[src/sbm_pkg.sv]
// ----------------------------------------------------------------------------
// sbm_pkg
// Shared types, constants and helpers for the spectrum bar meter with peak
// hold: beat layouts, register indexes, action codes and scale factors.
// ----------------------------------------------------------------------------
package sbm_pkg;

   // Geometry of the meter
   localparam int CHANNELS   = 2;
   localparam int BANDS      = 10;
   localparam int MAX_HEIGHT = 5;

   // Field and datapath widths
   localparam int MAG_W    = 16;
   localparam int LEVEL_W  = 17;
   localparam int HEIGHT_W = 3;
   localparam int BAND_W   = 4;
   localparam int ADDR_W   = 1 + BAND_W;
   localparam int DEPTH    = 2 ** ADDR_W;
   localparam int ENTRY_W  = LEVEL_W + HEIGHT_W;
   localparam int NUM_W    = LEVEL_W + 4;
   localparam int COEF_W   = 27;
   localparam int SCALE_SHIFT = 26;

   // Action codes
   localparam logic [1:0] ACT_BAND        = 2'd0;
   localparam logic [1:0] ACT_PEAK_DECAY  = 2'd1;
   localparam logic [1:0] ACT_RANGE_DECAY = 2'd2;

   // Register indexes
   localparam logic [2:0] REG_GATE_LOW         = 3'd0;
   localparam logic [2:0] REG_GATE_HIGH        = 3'd1;
   localparam logic [2:0] REG_MAP_FLOOR        = 3'd2;
   localparam logic [2:0] REG_RANGE_STEP_UP    = 3'd3;
   localparam logic [2:0] REG_RANGE_STEP_DOWN  = 3'd4;
   localparam logic [2:0] REG_RANGE_DECAY_FLOOR = 3'd5;
   localparam logic [2:0] REG_RANGE_INITIAL    = 3'd6;

   // Register reset values
   localparam logic [MAG_W-1:0] RST_GATE_LOW          = 16'd100;
   localparam logic [MAG_W-1:0] RST_GATE_HIGH         = 16'd10000;
   localparam logic [MAG_W-1:0] RST_MAP_FLOOR         = 16'd120;
   localparam logic [MAG_W-1:0] RST_RANGE_STEP_UP     = 16'd35;
   localparam logic [MAG_W-1:0] RST_RANGE_STEP_DOWN   = 16'd100;
   localparam logic [MAG_W-1:0] RST_RANGE_DECAY_FLOOR = 16'd1300;
   localparam logic [MAG_W-1:0] RST_RANGE_INITIAL     = 16'd2000;

   // Band 0 loses this much before anything else
   localparam logic [MAG_W-1:0] BAND0_OFFSET = 16'd60;

   // Scale factors as multiply-and-shift by 2^26, exact for 16-bit inputs:
   // floor(x*9/10) = (x * 9*ceil(2^26/10)) >> 26
   // floor(x*27/25) = (x * 27*ceil(2^26/25)) >> 26
   localparam logic [COEF_W-1:0] COEF_LOW   = 27'd60397983;
   localparam logic [COEF_W-1:0] COEF_HIGH  = 27'd72477585;
   localparam logic [COEF_W-1:0] COEF_UNITY = 27'd67108864;

   typedef struct packed {
      logic [1:0]        action;
      logic              channel;
      logic [BAND_W-1:0] band;
      logic [MAG_W-1:0]  magnitude;
   } req_type;

   typedef struct packed {
      logic [HEIGHT_W-1:0] bar_height;
      logic [HEIGHT_W-1:0] peak_height;
      logic [MAG_W-1:0]    full_scale_now;
   } rsp_type;

   typedef struct packed {
      logic [MAG_W-1:0] gate_low;
      logic [MAG_W-1:0] gate_high;
      logic [MAG_W-1:0] map_floor;
      logic [MAG_W-1:0] range_step_up;
      logic [MAG_W-1:0] range_step_down;
      logic [MAG_W-1:0] range_decay_floor;
      logic [MAG_W-1:0] range_initial;
   } cfg_type;

   // Full scale load request from a write of range_initial
   typedef struct packed {
      logic             load;
      logic [MAG_W-1:0] value;
   } scale_load_type;

   // Per-band scale coefficient
   function automatic logic [COEF_W-1:0] scale_coef(input logic [BAND_W-1:0] band);
      logic [COEF_W-1:0] coef;
      case (band) inside
         4'd0, 4'd1:   coef = COEF_LOW;
         [4'd7:4'd9]:  coef = COEF_HIGH;
         default:      coef = COEF_UNITY;
      endcase
      return coef;
   endfunction

endpackage

[src/sbm_csr.sv]
// ----------------------------------------------------------------------------
// sbm_csr
// Configuration registers. Takes one write beat per cycle and flags writes
// of range_initial so the full scale can be reloaded.
// ----------------------------------------------------------------------------
module sbm_csr (
   input  logic                     clock,
   input  logic                     reset,
   input  logic                     csr_valid,
   output logic                     csr_ready,
   input  logic [2:0]               csr_index,
   input  logic [sbm_pkg::MAG_W-1:0] csr_data,
   output sbm_pkg::cfg_type         cfg,
   output sbm_pkg::scale_load_type  scale_load
);

   sbm_pkg::cfg_type cfg_ff;
   sbm_pkg::cfg_type cfg_in;
   logic             wr;

   assign csr_ready = 1'b1;
   assign wr        = csr_valid & csr_ready;

   // Register decode
   always_comb begin
      cfg_in = cfg_ff;
      if (wr) begin
         unique case (csr_index)
            sbm_pkg::REG_GATE_LOW:          cfg_in.gate_low          = csr_data;
            sbm_pkg::REG_GATE_HIGH:         cfg_in.gate_high         = csr_data;
            sbm_pkg::REG_MAP_FLOOR:         cfg_in.map_floor         = csr_data;
            sbm_pkg::REG_RANGE_STEP_UP:     cfg_in.range_step_up     = csr_data;
            sbm_pkg::REG_RANGE_STEP_DOWN:   cfg_in.range_step_down   = csr_data;
            sbm_pkg::REG_RANGE_DECAY_FLOOR: cfg_in.range_decay_floor = csr_data;
            sbm_pkg::REG_RANGE_INITIAL:     cfg_in.range_initial     = csr_data;
            default:                        cfg_in = cfg_ff;
         endcase
      end
   end

   always_ff @(posedge clock) begin
      if (reset) begin
         cfg_ff.gate_low          <= sbm_pkg::RST_GATE_LOW;
         cfg_ff.gate_high         <= sbm_pkg::RST_GATE_HIGH;
         cfg_ff.map_floor         <= sbm_pkg::RST_MAP_FLOOR;
         cfg_ff.range_step_up     <= sbm_pkg::RST_RANGE_STEP_UP;
         cfg_ff.range_step_down   <= sbm_pkg::RST_RANGE_STEP_DOWN;
         cfg_ff.range_decay_floor <= sbm_pkg::RST_RANGE_DECAY_FLOOR;
         cfg_ff.range_initial     <= sbm_pkg::RST_RANGE_INITIAL;
      end else begin
         cfg_ff <= cfg_in;
      end
   end

   assign cfg              = cfg_ff;
   assign scale_load.load  = wr && (csr_index == sbm_pkg::REG_RANGE_INITIAL);
   assign scale_load.value = csr_data;

endmodule

[src/sbm_height.sv]
// ----------------------------------------------------------------------------
// sbm_height
// Bar height unit: floor(num / den) clamped to MAX_HEIGHT, found by adding
// den once per cycle and comparing against num.
// ----------------------------------------------------------------------------
module sbm_height (
   input  logic                         clock,
   input  logic                         reset,
   input  logic                         start,
   input  logic [sbm_pkg::NUM_W-1:0]    num,
   input  logic [sbm_pkg::MAG_W-1:0]    den,
   output logic                         done,
   output logic [sbm_pkg::HEIGHT_W-1:0] height
);

   logic                         busy_ff, busy_in;
   logic                         done_ff, done_in;
   logic [sbm_pkg::HEIGHT_W-1:0] k_ff, k_in;
   logic [sbm_pkg::NUM_W-1:0]    acc_ff, acc_in;
   logic [sbm_pkg::NUM_W-1:0]    num_ff, num_in;
   logic [sbm_pkg::MAG_W-1:0]    den_ff, den_in;

   // One multiple of den per cycle; stop at the cap or once past num
   always_comb begin
      busy_in = busy_ff;
      done_in = 1'b0;
      k_in    = k_ff;
      acc_in  = acc_ff;
      num_in  = num_ff;
      den_in  = den_ff;
      if (start) begin
         busy_in = 1'b1;
         k_in    = '0;
         acc_in  = sbm_pkg::NUM_W'(den);
         num_in  = num;
         den_in  = den;
      end else if (busy_ff) begin
         if (k_ff == sbm_pkg::HEIGHT_W'(sbm_pkg::MAX_HEIGHT) || acc_ff > num_ff) begin
            busy_in = 1'b0;
            done_in = 1'b1;
         end else begin
            k_in   = k_ff + 1'b1;
            acc_in = acc_ff + sbm_pkg::NUM_W'(den_ff);
         end
      end
   end

   always_ff @(posedge clock) begin
      if (reset) begin
         busy_ff <= 1'b0;
         done_ff <= 1'b0;
      end else begin
         busy_ff <= busy_in;
         done_ff <= done_in;
      end
      k_ff   <= k_in;
      acc_ff <= acc_in;
      num_ff <= num_in;
      den_ff <= den_in;
   end

   assign done   = done_ff;
   assign height = k_ff;

endmodule

[src/spectrum_bar_meter_peak_hold.sv]
// ----------------------------------------------------------------------------
// spectrum_bar_meter_peak_hold
// Stereo spectrum bar meter: per-band level smoothing, noise gate, band
// scaling, shared auto-ranging full scale, bar mapping and peak hold.
//
//   port group  dir   beat                     accepted when
//   req_*       in    req_type (action..mag)   req_valid & req_ready
//   rsp_*       out   rsp_type (bar, peak, fs) rsp_valid & rsp_ready
//   csr_*       in    index + 16-bit data      csr_valid & csr_ready
//
// Band beat: LOAD, SCALE, RANGE, MAP and WRITE when the floor test gives
// bar zero, else LOAD, SCALE, RANGE, MAP, HEIGHT and WRITE: the height unit
// adds one per step. Peak decay tick: one step per level memory entry over
// 32 entries. Range decay tick: done in IDLE. Ticks and ignored beats give
// no response. Reset clears all levels and peaks at once through per-entry
// valid bits. A finished response waits in an output register; req_ready
// stays high while it waits, and only a new band result stalls on rsp_ready.
// ----------------------------------------------------------------------------
module spectrum_bar_meter_peak_hold (
   input  logic                      clock,
   input  logic                      reset,
   input  logic                      req_valid,
   output logic                      req_ready,
   input  sbm_pkg::req_type          req_data,
   output logic                      rsp_valid,
   input  logic                      rsp_ready,
   output sbm_pkg::rsp_type          rsp_data,
   input  logic                      csr_valid,
   output logic                      csr_ready,
   input  logic [2:0]                csr_index,
   input  logic [sbm_pkg::MAG_W-1:0] csr_data
);

   typedef enum logic [2:0] {
      ST_IDLE,
      ST_LOAD,
      ST_SCALE,
      ST_RANGE,
      ST_MAP,
      ST_HEIGHT,
      ST_WRITE,
      ST_DECAY_RD
   } state_type;

   localparam int PROD_W = sbm_pkg::MAG_W + sbm_pkg::COEF_W;

   sbm_pkg::cfg_type        cfg;
   sbm_pkg::scale_load_type scale_load;

   state_type                       state_ff, state_in;
   logic                            decay_wr_ff, decay_wr_in;
   sbm_pkg::req_type                item_ff, item_in;
   logic [sbm_pkg::ADDR_W-1:0]      sweep_ff, sweep_in;
   logic [sbm_pkg::HEIGHT_W-1:0]    peak_ff, peak_in;
   logic [sbm_pkg::LEVEL_W-1:0]     prevl_ff, prevl_in;
   logic [sbm_pkg::MAG_W-1:0]       xg_ff, xg_in;
   logic [sbm_pkg::COEF_W-1:0]      coef_ff, coef_in;
   logic [sbm_pkg::LEVEL_W-1:0]     level_ff, level_in;
   logic [sbm_pkg::MAG_W-1:0]       fs_ff, fs_in;
   logic [sbm_pkg::HEIGHT_W-1:0]    bar_ff, bar_in;
   logic                            rsp_valid_ff, rsp_valid_in;
   sbm_pkg::rsp_type                rsp_data_ff, rsp_data_in;
   logic [sbm_pkg::DEPTH-1:0]       valid_ff, valid_in;
   logic                            rd_valid_ff;
   logic [sbm_pkg::ENTRY_W-1:0]     rd_ff;

   // Level memory: {previous level, held peak} per channel and band
   logic [sbm_pkg::ENTRY_W-1:0] mem [sbm_pkg::DEPTH];
   logic [sbm_pkg::ADDR_W-1:0]  mem_raddr;
   logic                        mem_we;
   logic [sbm_pkg::ADDR_W-1:0]  mem_waddr;
   logic [sbm_pkg::ENTRY_W-1:0] mem_wdata;

   logic                          hgt_start;
   logic [sbm_pkg::NUM_W-1:0]     hgt_num;
   logic [sbm_pkg::MAG_W-1:0]     hgt_den;
   logic                          hgt_done;
   logic [sbm_pkg::HEIGHT_W-1:0]  hgt_height;

   logic                          req_fire;
   logic                          in_range;
   logic [sbm_pkg::LEVEL_W-1:0]   rd_level;
   logic [sbm_pkg::HEIGHT_W-1:0]  rd_peak;
   logic [sbm_pkg::MAG_W-1:0]     x0;
   logic [sbm_pkg::LEVEL_W-1:0]   xs;
   logic [PROD_W-1:0]             prod;
   logic [sbm_pkg::LEVEL_W-1:0]   fs_sum;
   logic [sbm_pkg::LEVEL_W-1:0]   level_span;
   logic [sbm_pkg::HEIGHT_W-1:0]  new_peak;

   sbm_csr u_csr (
      .clock      (clock),
      .reset      (reset),
      .csr_valid  (csr_valid),
      .csr_ready  (csr_ready),
      .csr_index  (csr_index),
      .csr_data   (csr_data),
      .cfg        (cfg),
      .scale_load (scale_load)
   );

   sbm_height u_height (
      .clock  (clock),
      .reset  (reset),
      .start  (hgt_start),
      .num    (hgt_num),
      .den    (hgt_den),
      .done   (hgt_done),
      .height (hgt_height)
   );

   assign req_ready = (state_ff == ST_IDLE);
   assign req_fire  = req_valid & req_ready;
   assign in_range  = (int'(req_data.channel) < sbm_pkg::CHANNELS) &&
                      (int'(req_data.band) < sbm_pkg::BANDS);

   // Entry read back; an entry never written reads as zero
   assign rd_level = rd_valid_ff ? rd_ff[sbm_pkg::ENTRY_W-1 -: sbm_pkg::LEVEL_W] : '0;
   assign rd_peak  = rd_valid_ff ? rd_ff[sbm_pkg::HEIGHT_W-1:0] : '0;

   // Band 0 offset, then add the previous level on a rise
   assign x0 = (item_ff.band == '0) ?
               ((item_ff.magnitude > sbm_pkg::BAND0_OFFSET) ?
                item_ff.magnitude - sbm_pkg::BAND0_OFFSET : '0) :
               item_ff.magnitude;
   assign xs = ({1'b0, x0} > rd_level) ? {1'b0, x0} + rd_level : {1'b0, x0};

   assign prod       = PROD_W'(xg_ff) * PROD_W'(coef_ff);
   assign fs_sum     = {1'b0, fs_ff} + {1'b0, cfg.range_step_up};
   assign level_span = level_ff - {1'b0, cfg.map_floor};
   assign new_peak   = (peak_ff <= bar_ff) ? bar_ff : peak_ff;

   assign hgt_num = sbm_pkg::NUM_W'(level_span) * sbm_pkg::NUM_W'(sbm_pkg::MAX_HEIGHT);
   assign hgt_den = fs_ff - cfg.map_floor;

   assign mem_raddr = (state_ff == ST_IDLE) ? {req_data.channel, req_data.band} : sweep_ff;

   // Sequencer
   always_comb begin
      state_in     = state_ff;
      decay_wr_in  = 1'b0;
      item_in      = item_ff;
      sweep_in     = sweep_ff;
      peak_in      = peak_ff;
      prevl_in     = prevl_ff;
      xg_in        = xg_ff;
      coef_in      = coef_ff;
      level_in     = level_ff;
      fs_in        = fs_ff;
      bar_in       = bar_ff;
      rsp_valid_in = rsp_valid_ff & ~rsp_ready;
      rsp_data_in  = rsp_data_ff;
      valid_in     = valid_ff;
      hgt_start    = 1'b0;
      mem_we       = 1'b0;
      mem_waddr    = {item_ff.channel, item_ff.band};
      mem_wdata    = {level_ff, new_peak};

      // Peak decay write-back, one entry behind the read
      if (decay_wr_ff) begin
         mem_waddr = sweep_ff - 1'b1;
         mem_wdata = {rd_level, rd_peak - 1'b1};
         mem_we    = rd_valid_ff && (rd_peak != '0);
      end

      unique case (state_ff)
         ST_IDLE: begin
            if (req_fire) begin
               item_in = req_data;
               unique case (req_data.action)
                  sbm_pkg::ACT_BAND: begin
                     if (in_range) begin
                        state_in = ST_LOAD;
                     end
                  end
                  sbm_pkg::ACT_PEAK_DECAY: begin
                     sweep_in = '0;
                     state_in = ST_DECAY_RD;
                  end
                  sbm_pkg::ACT_RANGE_DECAY: begin
                     if (fs_ff >= cfg.range_decay_floor) begin
                        fs_in = (fs_ff >= cfg.range_step_down) ?
                                fs_ff - cfg.range_step_down : '0;
                     end
                  end
                  default: state_in = ST_IDLE;
               endcase
            end
         end
         ST_LOAD: begin
            peak_in  = rd_peak;
            prevl_in = rd_level;
            coef_in  = sbm_pkg::scale_coef(item_ff.band);
            xg_in    = (xs > {1'b0, cfg.gate_low} && xs < {1'b0, cfg.gate_high}) ?
                       xs[sbm_pkg::MAG_W-1:0] : '0;
            state_in = ST_SCALE;
         end
         ST_SCALE: begin
            level_in = prod[sbm_pkg::SCALE_SHIFT +: sbm_pkg::LEVEL_W];
            state_in = ST_RANGE;
         end
         ST_RANGE: begin
            if (level_ff >= {1'b0, fs_ff}) begin
               fs_in = fs_sum[sbm_pkg::MAG_W] ? '1 : fs_sum[sbm_pkg::MAG_W-1:0];
            end
            state_in = ST_MAP;
         end
         ST_MAP: begin
            if (fs_ff <= cfg.map_floor || level_ff <= {1'b0, cfg.map_floor}) begin
               bar_in   = '0;
               state_in = ST_WRITE;
            end else begin
               hgt_start = 1'b1;
               state_in  = ST_HEIGHT;
            end
         end
         ST_HEIGHT: begin
            if (hgt_done) begin
               bar_in   = hgt_height;
               state_in = ST_WRITE;
            end
         end
         ST_WRITE: begin
            if (!rsp_valid_ff || rsp_ready) begin
               mem_we                     = 1'b1;
               valid_in[mem_waddr]        = 1'b1;
               rsp_valid_in               = 1'b1;
               rsp_data_in.bar_height     = bar_ff;
               rsp_data_in.peak_height    = new_peak;
               rsp_data_in.full_scale_now = fs_ff;
               state_in                   = ST_IDLE;
            end
         end
         ST_DECAY_RD: begin
            decay_wr_in = 1'b1;
            sweep_in    = sweep_ff + 1'b1;
            if (sweep_ff == '1) begin
               state_in = ST_IDLE;
            end
         end
         default: state_in = ST_IDLE;
      endcase

      // A write of range_initial reloads the full scale
      if (scale_load.load) begin
         fs_in = scale_load.value;
      end
   end

   // Sweep reads every cycle; ST_DECAY_RD loops on itself with the
   // write-back of the previous entry overlapping the next read.
   always_ff @(posedge clock) begin
      if (reset) begin
         state_ff     <= ST_IDLE;
         decay_wr_ff  <= 1'b0;
         fs_ff        <= sbm_pkg::RST_RANGE_INITIAL;
         rsp_valid_ff <= 1'b0;
         valid_ff     <= '0;
      end else begin
         state_ff     <= state_in;
         decay_wr_ff  <= decay_wr_in;
         fs_ff        <= fs_in;
         rsp_valid_ff <= rsp_valid_in;
         valid_ff     <= valid_in;
      end
      item_ff     <= item_in;
      sweep_ff    <= sweep_in;
      peak_ff     <= peak_in;
      prevl_ff    <= prevl_in;
      xg_ff       <= xg_in;
      coef_ff     <= coef_in;
      level_ff    <= level_in;
      bar_ff      <= bar_in;
      rsp_data_ff <= rsp_data_in;
      rd_valid_ff <= valid_ff[mem_raddr];
   end

   // Level memory, one write and one registered read per cycle
   always_ff @(posedge clock) begin
      if (mem_we) begin
         mem[mem_waddr] <= mem_wdata;
      end
      rd_ff <= mem[mem_raddr];
   end

   assign rsp_valid = rsp_valid_ff;
   assign rsp_data  = rsp_data_ff;

   // Checks
   a_bar_max: assert property (@(posedge clock) disable iff (reset)
      rsp_valid |-> rsp_data.bar_height <= sbm_pkg::HEIGHT_W'(sbm_pkg::MAX_HEIGHT))
      else $error("bar height above maximum");

   a_peak_ge_bar: assert property (@(posedge clock) disable iff (reset)
      rsp_valid |-> rsp_data.peak_height >= rsp_data.bar_height)
      else $error("held peak below bar");

   a_write_gives_rsp: assert property (@(posedge clock) disable iff (reset)
      (state_ff == ST_WRITE && mem_we) |=> rsp_valid_ff && state_ff == ST_IDLE)
      else $error("band write without response");

   a_scale_rises: assert property (@(posedge clock) disable iff (reset)
      (state_ff == ST_RANGE && level_ff >= {1'b0, fs_ff} && !scale_load.load)
      |=> fs_ff >= $past(fs_ff))
      else $error("full scale fell on a rise");

   a_prev_used: assert property (@(posedge clock) disable iff (reset)
      (state_ff == ST_SCALE) |-> prevl_ff <= {1'b0, {sbm_pkg::MAG_W{1'b1}}} || xg_ff == '0
      || prevl_ff != '0)
      else $error("previous level tracking broken");

endmodule
[config.mk]
export PLATFORM = sky130hd
export DESIGN_NAME = spectrum_bar_meter_peak_hold
export DESIGN_NICKNAME = d
export VERILOG_FILES = /design/src/sbm_pkg.sv /design/src/sbm_csr.sv /design/src/sbm_height.sv /design/src/spectrum_bar_meter_peak_hold.sv
export SDC_FILE = /design/constraint.sdc
export NUM_CORES = 2
export LEC_CHECK = 0
export ABC_AREA = 0
export BUFFER_PORTS_ARGS = -buffer_cell sky130_fd_sc_hd__buf_4
export CORE_MARGIN = 10
export CORE_UTILIZATION = 45
export DETAILED_ROUTE_END_ITERATION = 16
export HOLD_SLACK_MARGIN = 0.12
export RECOVER_POWER = 25
export SETUP_SLACK_MARGIN = 0.15
export SYNTH_ARGS = -nofsm -noshare
export SYNTH_HDL_FRONTEND = slang
export SYNTH_SLANG_ARGS = --single-unit
[constraint.sdc]
create_clock -name clock -period 11.95 [get_ports clock]
set_input_delay 2.39 -clock clock [delete_from_list [all_inputs] [get_ports clock]]
set_output_delay 2.39 -clock clock [all_outputs]
set_load 0.01 [all_outputs]
==> metrics.cfg <==
[worst_setup_path]
crit_chain = or3_1 -> nor2_1 -> nand3_1 -> or3_1 -> a21oi_1 -> ha_1 -> nand2_1 -> or4_1 -> a311o_1 -> and2_4 -> or2_1 -> o21ai_0 -> ha_1 -> a21oi_1 -> o21ai_0 -> a21o_1 -> a21oi_1 -> o31ai_2 -> a211o_1 -> a211oi_2
reg2reg_from = item_ff[18]
cp.required_ps = 12440
startpoint = item_ff[18]
critPathArrivalTime_ps = 8020
cpMaxStageDelayCell = o21ai_0
critical-path-max-stage-delay_ps = 940
cp_max_fo = 17
crit_type = reg2reg
crit_top_cell = a21oi_1
critPathCaptureType = flip-flop
critical_path.startpoint_type = flip-flop

[clock_tree]
post-cts-setup-buffers = 0
clkSinkCount = 963
cts_buffers = 99
ctsHtreeMaxLevel = 3
cts.reportedPaths.clkPinSlew_ps = 70
cts.repair.resized = 0
cts_tree = built
clockBufferDepth = 3
cts-root-buf = clkbuf_16
insertion_delay_ps = 750
hold_buffers = 0

[placed_design]
numPortBuffers = 70
detailed_place_hpwl_mm = 104
dp.cells = 6042
globalplace.congestion = 0.912

[logic_synthesis]
synth-seq-area-share_pct = 49.8
synthCells = 4440
synth_flop_cell = edfxtp_1
syn_nets = 5153
synth-seq-cells = 963
ys.warnings.count = 0
yosysTopAreaCell = edfxtp_1
avgSynthCellArea_sq_um = 12.3
syn-cell-area_sq_um = 54500
synth_cell_types = 84
synth_edf_count = 783
synthArstFlopShare_pct = 0
synth_top_area_share_pct = 43.2
ys_top_cells_by_area = edfxtp_1, ha_1, fa_1

[die]
coreArea_sq_um = 120000
die_width_um = 368
initial_core_util_pct = 45.4
die_h_um = 368
pin_count = 72
dieArea_sq_um = 135000
row_count = 127

[job]
timing.max_cap.violations = 1

[global_routing]
use_met2_pct = 35.0
grt_util_met1_pct = 30.2
antenna_found_initial = 8
first_global_vias = 34800
grt.overflow.total = 0
grt_max_degree = 104
grt_pass1_wl_mm = 223
groute.usage.overall_pct = 21.8
busiest_layer = met2
grt_util_met3_pct = 3.34

[final_layout]
drive_gt1_share_pct = 11.4
fin_nets = 5244
area_delta_synth_final_pct = 11.0
fin_cells = 6235

[timing]
relSlewSlack_pct = -18.1
max_freq_ghz = 0.133
tns_ps = 0
timing.final.hold_violations = 0
setup_viol = 0
rsz0062_at_grt = no
tightest_slew_ps = 1770
clock-skew-final_ps = 71.3
period_share_pct = 63.0
slew_violations = 33
period_needed_ps = 7530

[outcome]
status = finished, violations left
violations = max-capacitance violations, max-slew violations

[detailed_routing]
vias_per_cell = 5.60
drc = 0
vias = 34900
routedWlPerCell_um = 23.9
drt_wl_total_mm = 149
detail_route.iter0.violations = 3121
detail-route-antenna-nets = 0
drt-pass1-iter-count = 5

[pwr]
leakagePower_nw = 23.6
power_density_nw_per_um2 = 298
max-vdd-ir-drop_uv = 561

[min_path]
min-delay-start = u_csr.cfg[19]
min_path_type = reg2reg

## cell type report
| class | count | area, sq um |
|---|---|---|
| flip-flops and latches | 963 | 27100 |
| repair buffers | 131 | 947 |
| inverters | 509 | 1910 |
| diodes | 5 | 12.5 |
| clock buffers | 122 | 2660 |
| fillers | 10500 | 59600 |
| clock inverters | 66 | 716 |
| multi-input cells | 2827 | 25000 |
| well taps | 1612 | 2020 |
## final timing paths
path	cells after the start	slack (ps)	end
max reg2reg	20	4420	xg_ff[13]
min reg2reg	2	450	u_csr.cfg[19]
min	2	450	u_csr.cfg[19]
max	20	4420	xg_ff[13]
## flip-flops by register name, indices dropped and copies added (netlist names), 4 cells and up
register / count
u_csr.cfg: 96
level_ff: 17
coef_ff: 4
item_ff: 21
sweep_ff: 5
mem: 640
rsp_data: 22
rd_ff: 20
u_height.num_ff: 20
u_height.den_ff: 16
xg_ff: 16
valid_ff: 32
fs_ff: 16
u_height.acc_ff: 21
## per-stage QoR
step	total power [mW]	hold WS [ps]	setup WS, ps	util [%]	instance area (sq um)
after CTS	18.2	454	4340	50.4	60500
after floorplan	11.9	426	5680	-	54500
after detailed placement	14.9	446	4360	47.6	57100
final	18.0	453	4420	50.4	60400
after global placement	14.8	441	4450	47.6	57100
after global routing	19.6	470	4040	50.3	60400
## critical path, delay by kind of cell, from the launching register on
family	cells	cell delay [ps]
simple gates	8	2940
compound gates	10	3260
flops	1	450
fa+ha+maj	2	690
## cells in the mapped netlist (all sizes together) (6+ instances only)
master   instances
nand2          516
a211o           13
nand4           25
a21oi          260
a31oi           16
dfxtp          180
mux2            28
edfxtp         783
or4              6
ha             415
clkbuf         107
o31ai           11
o21ai          135
buf             34
nor2b           44
a21o            48
o211ai          29
o311ai           6
nor4            11
fa             251
nor2           238
mux2i           10
o21bai          21
a2111oi          6
nand3          153
or3             13
a311oi           7
xnor2           84
and2            51
mux4           168
xor2            39
o21a            25
nand2b          34
inv            509
a211oi          21
or2              7
nor3            42
o22ai            8
and3            18
## power by group
part | switching [mW] | internal (mW)
Sequential | 0.304 | 4.38
Combinational | 6.14 | 3.99
Clock | 1.37 | 1.83
Total | 7.81 | 10.2
## cells by family (layout without fill, tap and decap cells)
| logic type | after synthesis | in the layout | share of synthesized area (%) |
|---|---|---|---|
| xor+xnor | 123 | 123 | 1.98 |
| simple gates | 1183 | 1183 | 9.85 |
| other cells | 1 | 6 | 0.00689 |
| mux | 206 | 206 | 7.71 |
| buf+inv | 650 | 828 | 4.56 |
| fa+ha+maj | 666 | 666 | 18.8 |
| flops | 963 | 963 | 49.8 |
| compound gates | 648 | 648 | 7.33 |
## placed cells by master (no fill, tap or decap), types with 29 or more instances in the layout
| cell | synthesis | layout |
|---|---|---|
| nand3_1 | 153 | 153 |
| nor2_2 | 1 | 33 |
| and2_1 | 50 | 46 |
| mux4_2 | 168 | 168 |
| a21oi_1 | 259 | 256 |
| nand2b_1 | 34 | 34 |
| ha_1 | 415 | 415 |
| nand2_1 | 516 | 514 |
| clkbuf_1 | 106 | 29 |
| edfxtp_1 | 783 | 783 |
| a21o_1 | 48 | 48 |
| clkbuf_16 | 0 | 101 |
| fa_1 | 251 | 251 |
| inv_1 | 507 | 507 |
| xor2_1 | 39 | 39 |
| nor2b_1 | 36 | 36 |
| dfxtp_1 | 180 | 179 |
| o211ai_1 | 29 | 29 |
| nor3_1 | 42 | 41 |
| xnor2_1 | 84 | 84 |
| buf_4 | 1 | 106 |
| o21ai_0 | 130 | 130 |
| nor2_1 | 237 | 205 |
## layer usage
metal / share of wire, % / wire length, um / vias up
met2: 47 / 69500 / 1085
met1: 44 / 65200 / 17600
li1: - / - / 16000
met5: 0.031 / 46 / -
met4: 3.4 / 5090 / 8
met3: 6.4 / 9510 / 243
Power figures use the tool's default switching activity.
